<file path="config.mk">
export PLATFORM = sky130hd
export DESIGN_NAME = delimited_frame_receiver_unit_flat
export DESIGN_NICKNAME = d
export VERILOG_FILES = /design/src/design/dfr_pkg.sv /design/src/design/dfr_in_if.sv /design/src/design/dfr_out_if.sv /design/src/design/dfr_parser.sv /design/src/design/dfr_out_reg.sv /design/src/design/delimited_frame_receiver_unit.sv /design/src/flat_wrapper.sv
export SDC_FILE = /design/constraint.sdc
export NUM_CORES = 1
export LEC_CHECK = 0
export BUFFER_PORTS_ARGS = -buffer_cell sky130_fd_sc_hd__buf_2
export CORE_ASPECT_RATIO = 0.75
export CORE_MARGIN = 5
export CORE_UTILIZATION = 55
export DETAILED_ROUTE_END_ITERATION = 12
export PLACE_DENSITY = 0.76
export SETUP_SLACK_MARGIN = 0.3
export SYNTH_ARGS = -nofsm -noshare
export SYNTH_HDL_FRONTEND = slang
export SYNTH_SLANG_ARGS = --single-unit
</file>
<file path="constraint.sdc">
create_clock -name clk -period 9.2 [get_ports clk]
set_clock_uncertainty 0.2 [all_clocks]
set_input_delay 0 -clock clk [delete_from_list [all_inputs] [get_ports clk]]
set_output_delay 0 -clock clk [all_outputs]
set_load 0.005 [all_outputs]
</file>
<file path="src/design/dfr_pkg.sv">
// ----------------------------------------------------------------------------
// dfr_pkg
// shared constants and types of the delimited frame receiver
// ----------------------------------------------------------------------------
package dfr_pkg;

  localparam logic [7:0] START_BYTE = 8'hFD;
  localparam logic [7:0] END_BYTE   = 8'hF8;

  typedef enum logic [1:0] {
    KIND_PAYLOAD = 2'd0,
    KIND_GOOD    = 2'd1,
    KIND_BAD     = 2'd2,
    KIND_OVERRUN = 2'd3
  } kind_t;

  // one result as it leaves the parser
  typedef struct packed {
    logic       fire;
    kind_t      kind;
    logic [7:0] data_byte;
    logic [7:0] position;
    logic [7:0] address_byte;
    logic [7:0] payload_length;
  } result_t;

endpackage

</file>
<file path="src/design/dfr_in_if.sv">
// ----------------------------------------------------------------------------
// dfr_in_if
// received byte channel, valid/ready handshake
// ----------------------------------------------------------------------------
interface dfr_in_if;
  logic       valid;
  logic       ready;
  logic [7:0] rx_byte;

  modport source (output valid, output rx_byte, input ready);
  modport sink   (input valid, input rx_byte, output ready);
endinterface

</file>
<file path="src/design/dfr_out_if.sv">
// ----------------------------------------------------------------------------
// dfr_out_if
// result channel: payload bytes and frame verdicts, valid/ready handshake
// ----------------------------------------------------------------------------
interface dfr_out_if;
  logic       valid;
  logic       ready;
  logic [1:0] kind;
  logic [7:0] data_byte;
  logic [7:0] position;
  logic [7:0] address_byte;
  logic [7:0] payload_length;

  modport source (output valid, output kind, output data_byte, output position,
                  output address_byte, output payload_length, input ready);
  modport sink   (input valid, input kind, input data_byte, input position,
                  input address_byte, input payload_length, output ready);
endinterface

</file>
<file path="src/design/dfr_parser.sv">
// ----------------------------------------------------------------------------
// dfr_parser
// frame state machine: header capture, payload indexing, running checksum
// ----------------------------------------------------------------------------
module dfr_parser (
  input  logic                clk,
  input  logic                rst,
  input  logic                accept,
  input  logic [7:0]          rx_byte,
  output dfr_pkg::result_t    res
);

  typedef enum logic [1:0] {
    PH_IDLE   = 2'd0,
    PH_HEADER = 2'd1,
    PH_BODY   = 2'd2
  } phase_t;

  phase_t     phase, phase_next;
  logic [1:0] header_count, header_count_next;
  logic [7:0] frame_address, frame_address_next;
  logic [7:0] frame_length, frame_length_next;
  logic [8:0] byte_index, byte_index_next;
  logic [7:0] running_sum, running_sum_next;
  logic [7:0] received_check, received_check_next;
  logic [8:0] len_ext;

  assign len_ext = {1'b0, frame_length};

  always_comb begin
    phase_next          = phase;
    header_count_next   = header_count;
    frame_address_next  = frame_address;
    frame_length_next   = frame_length;
    byte_index_next     = byte_index;
    running_sum_next    = running_sum;
    received_check_next = received_check;

    res                = '0;
    res.kind           = dfr_pkg::KIND_PAYLOAD;
    res.address_byte   = frame_address;
    res.payload_length = frame_length;

    if (rx_byte == dfr_pkg::START_BYTE) begin
      phase_next        = PH_HEADER;
      header_count_next = 2'd1;
      byte_index_next   = '0;
      running_sum_next  = '0;
    end else if (rx_byte == dfr_pkg::END_BYTE) begin
      if (phase == PH_BODY) begin
        res.fire = 1'b1;
        // early end or checksum mismatch both count as bad
        if ((byte_index == len_ext + 9'd1) && (running_sum == received_check)) begin
          res.kind = dfr_pkg::KIND_GOOD;
        end else begin
          res.kind = dfr_pkg::KIND_BAD;
        end
      end
      phase_next = PH_IDLE;
    end else begin
      case (phase)
        PH_HEADER: begin
          if (header_count == 2'd1) begin
            frame_address_next = rx_byte;
            header_count_next  = 2'd2;
          end else begin
            frame_length_next = rx_byte;
            header_count_next = 2'd3;
            running_sum_next  = rx_byte;
            byte_index_next   = '0;
            phase_next        = PH_BODY;
          end
        end
        PH_BODY: begin
          if (byte_index < len_ext) begin
            res.fire         = 1'b1;
            res.kind         = dfr_pkg::KIND_PAYLOAD;
            res.data_byte    = rx_byte;
            res.position     = byte_index[7:0];
            running_sum_next = running_sum + rx_byte;
            byte_index_next  = byte_index + 9'd1;
          end else if (byte_index == len_ext) begin
            received_check_next = rx_byte;
            byte_index_next     = byte_index + 9'd1;
          end else begin
            // frame ran past its length
            res.fire   = 1'b1;
            res.kind   = dfr_pkg::KIND_OVERRUN;
            phase_next = PH_IDLE;
          end
        end
        default: begin
          phase_next = PH_IDLE;
        end
      endcase
    end
  end

  always_ff @(posedge clk) begin
    if (rst) begin
      phase          <= PH_IDLE;
      header_count   <= '0;
      frame_address  <= '0;
      frame_length   <= '0;
      byte_index     <= '0;
      running_sum    <= '0;
      received_check <= '0;
    end else if (accept) begin
      phase          <= phase_next;
      header_count   <= header_count_next;
      frame_address  <= frame_address_next;
      frame_length   <= frame_length_next;
      byte_index     <= byte_index_next;
      running_sum    <= running_sum_next;
      received_check <= received_check_next;
    end
  end

endmodule

</file>
<file path="src/design/dfr_out_reg.sv">
// ----------------------------------------------------------------------------
// dfr_out_reg
// result register with valid/ready; refills in the cycle its content is taken
// ----------------------------------------------------------------------------
module dfr_out_reg (
  input  logic             clk,
  input  logic             rst,
  input  logic             accept,
  input  dfr_pkg::result_t res,
  output logic             in_ready,
  output logic             out_valid,
  input  logic             out_ready,
  output dfr_pkg::result_t held
);

  assign in_ready = !out_valid || out_ready;

  always_ff @(posedge clk) begin
    if (rst) begin
      out_valid <= 1'b0;
    end else if (accept) begin
      out_valid <= res.fire;
    end else if (out_ready) begin
      out_valid <= 1'b0;
    end
  end

  always_ff @(posedge clk) begin
    if (accept && res.fire) begin
      held <= res;
    end
  end

endmodule

</file>
<file path="src/design/delimited_frame_receiver_unit.sv">
// ----------------------------------------------------------------------------
// delimited_frame_receiver_unit
// byte-serial frame receiver: start byte, address, length, payload,
// additive checksum, end byte; emits payload bytes and frame verdicts
// ----------------------------------------------------------------------------
//  channel | dir | payload                                          | role
//  rx      | in  | rx_byte                                          | received bytes
//  res     | out | kind, data_byte, position, address_byte,         | payload / verdict
//          |     | payload_length                                   |
//
// one byte accepted per cycle while rx.ready is high; a result appears in the cycle after its byte
// the frame state and running sum update on the same accept that loads the result register
// rx.ready drops only while the result register is full and res.ready is low
// synchronous reset returns the receiver to idle and empties the result register
// ----------------------------------------------------------------------------
module delimited_frame_receiver_unit (
  input logic          clk,
  input logic          rst,
  dfr_in_if.sink       rx,
  dfr_out_if.source    res
);

  dfr_pkg::result_t parsed;
  dfr_pkg::result_t held;
  logic             in_ready;
  logic             accept;

  assign rx.ready = in_ready;
  assign accept   = rx.valid && in_ready;

  dfr_parser u_parser (
    .clk     (clk),
    .rst     (rst),
    .accept  (accept),
    .rx_byte (rx.rx_byte),
    .res     (parsed)
  );

  dfr_out_reg u_out_reg (
    .clk       (clk),
    .rst       (rst),
    .accept    (accept),
    .res       (parsed),
    .in_ready  (in_ready),
    .out_valid (res.valid),
    .out_ready (res.ready),
    .held      (held)
  );

  assign res.kind           = held.kind;
  assign res.data_byte      = held.data_byte;
  assign res.position       = held.position;
  assign res.address_byte   = held.address_byte;
  assign res.payload_length = held.payload_length;

endmodule

</file>
<file path="src/flat_wrapper.sv">
// flat-port wrapper written by rule: the top's interface ports become plain ports
module delimited_frame_receiver_unit_flat 
  (clk, rst, rx_valid, rx_rx_byte, rx_ready, res_valid, res_kind, res_data_byte, res_position, res_address_byte, res_payload_length, res_ready);
  dfr_in_if rx_i ();
  dfr_out_if res_i ();
  input logic clk;
  input logic rst;
  input wire logic [$bits(rx_i.valid)-1:0] rx_valid;
  input wire logic [$bits(rx_i.rx_byte)-1:0] rx_rx_byte;
  output wire logic [$bits(rx_i.ready)-1:0] rx_ready;
  output wire logic [$bits(res_i.valid)-1:0] res_valid;
  output wire logic [$bits(res_i.kind)-1:0] res_kind;
  output wire logic [$bits(res_i.data_byte)-1:0] res_data_byte;
  output wire logic [$bits(res_i.position)-1:0] res_position;
  output wire logic [$bits(res_i.address_byte)-1:0] res_address_byte;
  output wire logic [$bits(res_i.payload_length)-1:0] res_payload_length;
  input wire logic [$bits(res_i.ready)-1:0] res_ready;
  assign rx_i.valid = rx_valid;
  assign rx_i.rx_byte = rx_rx_byte;
  assign rx_ready = rx_i.ready;
  assign res_valid = res_i.valid;
  assign res_kind = res_i.kind;
  assign res_data_byte = res_i.data_byte;
  assign res_position = res_i.position;
  assign res_address_byte = res_i.address_byte;
  assign res_payload_length = res_i.payload_length;
  assign res_i.ready = res_ready;
  delimited_frame_receiver_unit u_core (.clk(clk), .rst(rst), .rx(rx_i), .res(res_i));
endmodule
</file>
**Word level (Yosys, flattened, before mapping)**

Cells that the tools add are included.

- Flip-flop bits (word level): 80
- Logic and storage cells: 85
- Bits of input ports: 12
- Output and inout port bits: 36

- $lt $le $gt $ge: 1
- Muxes and demuxes: 32
- Equal/unequal tests: 15
- Bitwise operators: 5
- Reductions and logical operators: 16
- Add/sub/neg operators: 3

Operators by type and width:

| kind | number |
|---|---|
| 2-to-1 mux 9 bit | 5 |
| 2-to-1 mux 19 bit | 2 |
| 2-to-1 mux 16 bit | 2 |
| 2-to-1 mux 8 bit | 4 |
| AND reduction 5 bit | 4 |
| 2-to-1 mux 2 bit | 9 |
| case mux 9 bit (2 select lines) | 1 |
| == test 8 bit, second input constant | 2 |
| case mux 8 bit (2 select lines) | 1 |
| 2-to-1 mux 3 bit | 4 |
| inequality test 4 bit, second input constant | 3 |
| adder 8 x 1 -> 9 bit, second input constant | 1 |
| adder 9 x 1 -> 9 bit, second input constant | 1 |
| == test 9 x 8 -> 1 bit | 1 |
| == test 9 bit | 1 |
| less-than comparator 9 x 8 -> 1 bit | 1 |
| adder 8 bit | 1 |
| == test 8 bit | 1 |
| AND reduction 6 bit | 1 |
| inverter 1 bit | 5 |
| == test 2 x 1 -> 1 bit, second input constant | 2 |
| inequality test 4 x 2 -> 1 bit, second input constant | 1 |
| case mux 2 bit (2 select lines) | 1 |
| AND reduction 4 bit | 1 |
| other kinds (12) | 17 |

**Depth between registers and ports, before layout**

- Depth in word-level cells: 8
- Gate-level depth with buffers: 10
- Mapped depth without buffers: 10

**By module**

Synthesis repeated with hierarchy kept, for this count alone.

- Cells, all modules: 435
- Area total of the unflattened synthesis: 4255.3 µm²

By module, submodules not included:

| module | sequential area each (µm²) | area each (µm²) | instances | cells each |
|---|---|---|---|---|
| dfr_parser | 900.9 | 3138.0 | 1 | 394 |
| dfr_out_reg | 1071.0 | 1111.1 | 1 | 40 |
| delimited_frame_receiver_unit | 0.0 | 6.3 | 1 | 1 |

**Worst setup path before layout**

OpenSTA, ideal clock, no wires.

- Path type: flip-flop to flip-flop
- From: register u_core.u_parser.frame_length[2]
- To: register, netlist name u_core.u_out_reg.held[0]
- Buffers on the path: 0
- Cell stages (with the launch flop): 7
- Path slack: 4652 ps
- Data arrival time: 3868 ps
- Cells stage by stage: dfxtp_1 inv_1 ha_1 a211oi_1 o221ai_1 a21o_1 a211oi_1

- Longest elaborated chain between the ends: 7
- Elaborated cells between the ends (all ways): 8
- Classes of those cells: order compare: 1; eq/ne: 1; mux: 5; reduce/logical: 1

RTL lines:

| what | RTL line | text |
|---|---|---|
| start: declaration | dfr_parser.sv:22 | `logic [7:0] frame_length, frame_length_next;` |
| start signal: assignment | dfr_parser.sv:112 | `frame_length <= frame_length_next;` |
| branches (longest 2 deep; another with less-than comparator 9 x 8 -> 1 bit) | n/a |  |
| 2-to-1 mux 3 bit * | dfr_parser.sv:75 | `if (byte_index < len_ext) begin` |
| 2-to-1 mux 19 bit * | dfr_parser.sv:61 | `case (phase)` |
| 2-to-1 mux 3 bit * | dfr_parser.sv:49 | `end else if (rx_byte == dfr_pkg::END_BYTE) begin` |
| 2-to-1 mux 19 bit * | dfr_parser.sv:44 | `if (rx_byte == dfr_pkg::START_BYTE) begin` |
| logical AND 1 bit * | dfr_out_reg.sv:29 | `if (accept && res.fire) begin` |

Every way passes the cells marked *.
A chain may end at the register's enable or synchronous reset.

**Worst setup path in the final report**

- From: register u_core.u_parser.frame_length[2]
- To: register, netlist name u_core.u_out_reg.held[26]

- Longest elaborated chain between the ends: 7
- Elaborated cells between the ends (all ways): 8
- Classes of those cells: order compare: 1; eq/ne: 1; mux: 5; reduce/logical: 1

RTL lines:

| what | RTL line |
|---|---|
| branches (longest 2 deep; another with less-than comparator 9 x 8 -> 1 bit) | n/a |
| 2-to-1 mux 3 bit * | dfr_parser.sv:75 |
| 2-to-1 mux 19 bit * | dfr_parser.sv:61 |
| 2-to-1 mux 3 bit * | dfr_parser.sv:49 |
| 2-to-1 mux 19 bit * | dfr_parser.sv:44 |
| logical AND 1 bit * | dfr_out_reg.sv:29 |

Marks and branches as above.

==> out/metrics.cfg <==
[outcome]
result_of_the_run=complete, no violations

[routing]
average_routed_wire_per_standard_cell_um=16.32
routed-via-count=3147
drtPass1Iterations=8
detailed_router_s_first_iteration_violation_count=237
final_antenna_net_count=0
avgViaCountPerCell=5.590
drt_drc_violations_left=0
detail_route.wirelength_um=9186

[place]
finalWeightedCongestion=0.9073
dpl.cell_count=536
dpl-instance-area_um2=4357
dpl.hpwl_um=6397
portBuffers=47

[cts]
cts_root_buffer=clkbuf_8
cts_htree_levels=3
tritoncts=yes
cts.path.max_buffers=2
insertion_delay_ns=0.36
tritoncts.num_buffers=9
clock_sink_count=80
cts_setup_buffers=0
cts.clk_slew.worst_paths_ns=0.09

[logic_synthesis]
post_synth.cell_area_avg_um2=10.03
syn_area_um2=4033
share_of_the_synthesized_area_in_the_top_cell_type=0.2532
synth-seq-area-share=0.4815
synth.lib_cells_used.distinct=52
synth.largest_area_cell=edfxtp_1
synth-edff-count=34
asyncSetResetFlopFracSynth=0
synth.yosys.warnings=0
synth_ff_type=dfxtp_1
postSynthNetCount=432
syn_inst=402
synth_area_leaders=edfxtp_1 (25%), dfxtp_1 (23%), mux2i_1 (6.5%)
ys_seq_elements=80

[pwr]
share_seq_of_total_power=0.501
p_switching_uw=173.0
power.density_nw_per_um2=159.2
p_sw_frac=0.2310
leakage_uw=0.001826
p_int_uw=575.9
max-vdd-ir-drop_v=0.00008156
p_clk_frac=0.420
combinationalPowerShare=0.079

[worst_setup_path]
list_of_cells_traversed_by_the_critical_path=inv_1, ha_1, a211oi_1, o221ai_1, a21o_1, a211oi_4, buf_4
worstSetupPathType=reg -> reg
setup.reg_to_reg.worst_slack_ns=6.06
crit-reg2reg-launch=u_core.u_parser.frame_length[2]
worst_r2r_endpoint=u_core.u_out_reg.held[26]
critical-path-slowest-cell=a211oi_4
worstSetupStartpoint=u_core.u_parser.frame_length[2]
critPathArrivalTime_ns=2.99
worstPathMaxFanout=19
endpoint_kind=register
setup.worst_path.start_class=register
timing.reg2reg.worst_path_depth=7
critPathCapture=u_core.u_out_reg.held[26]
slowest_delay_ns=0.75
critPathRequiredTime_ns=9.04

[cells_and_area]
layout-drive-gt1-share=0.1645
layout.cell_area.non_filler_um2=4705
insertedDiodeCount=0
area.growth.synth_to_final_pct=16.66
instances_no_fill=563
final_net_count=487

[timing]
rel_slew_slack=0.4288
report.final.setup_viol=0
layout_worst_path_cycle_share=0.3416
clock.fmax_mhz=318.2
whs_ns=0.02299
finalSetupTns_ns=0
timing_worst_slew_pin_value_ns=0.8502
rsz_0062_raised_after_global_routing=false
finalHoldViolCount=0
finalWorstPathRequiredPeriod_ns=3.143
finalMaxSlewViolations=0

[floorplan]
core.rowCount=27
die_h_um=84.16
floorplan.initialDensity=0.5578
die_width_um=108.9
core_um2=7229
design.portCount=48
die-area_um2=9162

[grt]
initial_antenna_violation_count=0
gr-usage-all-layers=0.2139
grt_max_degree=43
overflow=0
grt_first_pass_wirelength_um=15370
first_global_vias=3043

[flow_run]
timing.max_cap.violations=0

[worst_hold_path]
min-delay-path-class=in -> reg
holdPathStages=2

## critical path: cells and delay by family (launching register included)
kind | cells | cell delay [ns]
flops | 1 | 0.46
buf+inv | 2 | 0.47
fa+ha+maj | 1 | 0.29
compound gates | 4 | 1.40
## logic make-up after synthesis
| group | Yosys count | synth area share |
|---|---|---|
| AND/OR/NAND/NOR | 157 | 0.2032 |
| flip-flops | 80 | 0.4815 |
| AO/OA/AOI/OAI | 64 | 0.1030 |
| buffers and inverters | 31 | 0.03165 |
| XOR/XNOR | 26 | 0.05833 |
| multiplexers | 26 | 0.06454 |
| adder cells (fa/ha/maj) | 18 | 0.05771 |
## layer usage
layer	track usage	wire, um	vias up
met3	0.05842	670	13
met4	0.05275	110	0
met1	0.3041	4229	1468
met5	0	0	-
met2	0.3239	4174	122
li1	-	-	1544
## cell usage after synthesis (2+ instances only)
library cell  count
nand2_1          31
xnor2_1          14
xor2_1           11
nor2_1           39
ha_1             17
o21ai_1           4
inv_1            15
nor2b_1           4
nor3_1           10
nand4b_1          3
a211oi_1          6
edfxtp_1         34
nor4_1            5
and3_1            6
dfxtp_1          46
a21oi_1          18
nand4_1           2
buf_2             6
a31oi_1           2
mux2i_1          26
o21ai_0          14
o31ai_1           3
clkbuf_1          9
a21o_1            3
or3_1             4
nand2b_1          5
o21bai_1          2
nand3_1          20
and2_1           20
## layout make-up
type | instances | area, um2
flip-flops and latches | 80 | 1942
multi-input cells | 291 | 1982
inverters | 15 | 56.30
well taps | 101 | 126.4
fillers | 599 | 2525
clock inverters | 6 | 115.1
repair buffers | 60 | 355.3
clock buffers | 10 | 127.6
## placed cells by master, fill, tap and decap left out, drive strengths merged, types with 2 or more instances in the layout
master / n
nor4: 6
nand4: 2
nand2: 31
o21bai: 2
clkbuf: 11
nor2: 40
nand2b: 5
o31ai: 3
a21o: 3
ha: 17
nor3: 10
buf: 49
bufinv: 3
dlygate4sd3: 10
a31oi: 3
nand3: 22
o21ai: 19
o22ai: 2
a21oi: 18
xnor2: 14
mux2i: 26
a211oi: 6
and2: 20
dfxtp: 46
nand4b: 3
or3: 4
and3: 6
inv: 17
nor2b: 4
xor2: 12
and4b: 2
edfxtp: 34
## sequential cells by signal, indices dropped and copies added, names as in the netlist
| register | count |
|---|---|
| u_core.u_parser.running_sum | 8 |
| u_core.u_parser.frame_address | 8 |
| u_core.u_out_reg.held | 34 |
| u_core.u_parser.byte_index | 9 |
| u_core.u_parser.header_count | 2 |
| u_core.u_parser.received_check | 8 |
| u_core.u_out_reg.out_valid | 1 |
| u_core.u_parser.phase | 2 |
| u_core.u_parser.frame_length | 8 |
## stage by stage
step	setup slack (ns)	utilization	total power [uW]
after CTS	6.039	0.6501	751.5
after detailed placement	6.039	0.6026	438.3
final	6.057	0.6507	749.0
after global placement	6.141	0.6026	436.7
after floorplan	4.652	-	421.8
after global routing	5.760	0.6507	778.5
## how the worst min path moves through the flow
| stage | startpoint | to | slack, ns |
|---|---|---|---|
| after floorplan | res_ready | rx_ready | -0.08 |
| after global placement | res_ready | u_core.u_out_reg.out_valid | 0.12 |
| after detailed placement | res_ready | u_core.u_out_reg.out_valid | 0.11 |
| after CTS | rst | u_core.u_parser.received_check[1] | 0.03 |
| after global routing | rst | u_core.u_parser.frame_length[4] | 0.04 |
| final | rst | u_core.u_parser.frame_address[2] | 0.02 |
## power groups by stage
| stage | Combinational (uW) | Clock [uW] | Sequential [uW] |
|---|---|---|---|
| floorplan | 39.5 | 0 | 382 |
| global placement | 53.9 | 0 | 383 |
| detailed placement | 55.2 | 0 | 383 |
| CTS | 58.8 | 318 | 375 |
| global route | 66.1 | 337 | 376 |
| finish | 59.2 | 315 | 375 |
## what timing repair did
| item | CTS | global route |
|---|---|---|
| hold buffers | 10 | 0 |
| setup endpoints to repair | 0 | 0 |
| hold endpoints to repair | 40 | 0 |
| resized for setup | 0 | 0 |
(Power assumes the default switching activity.)
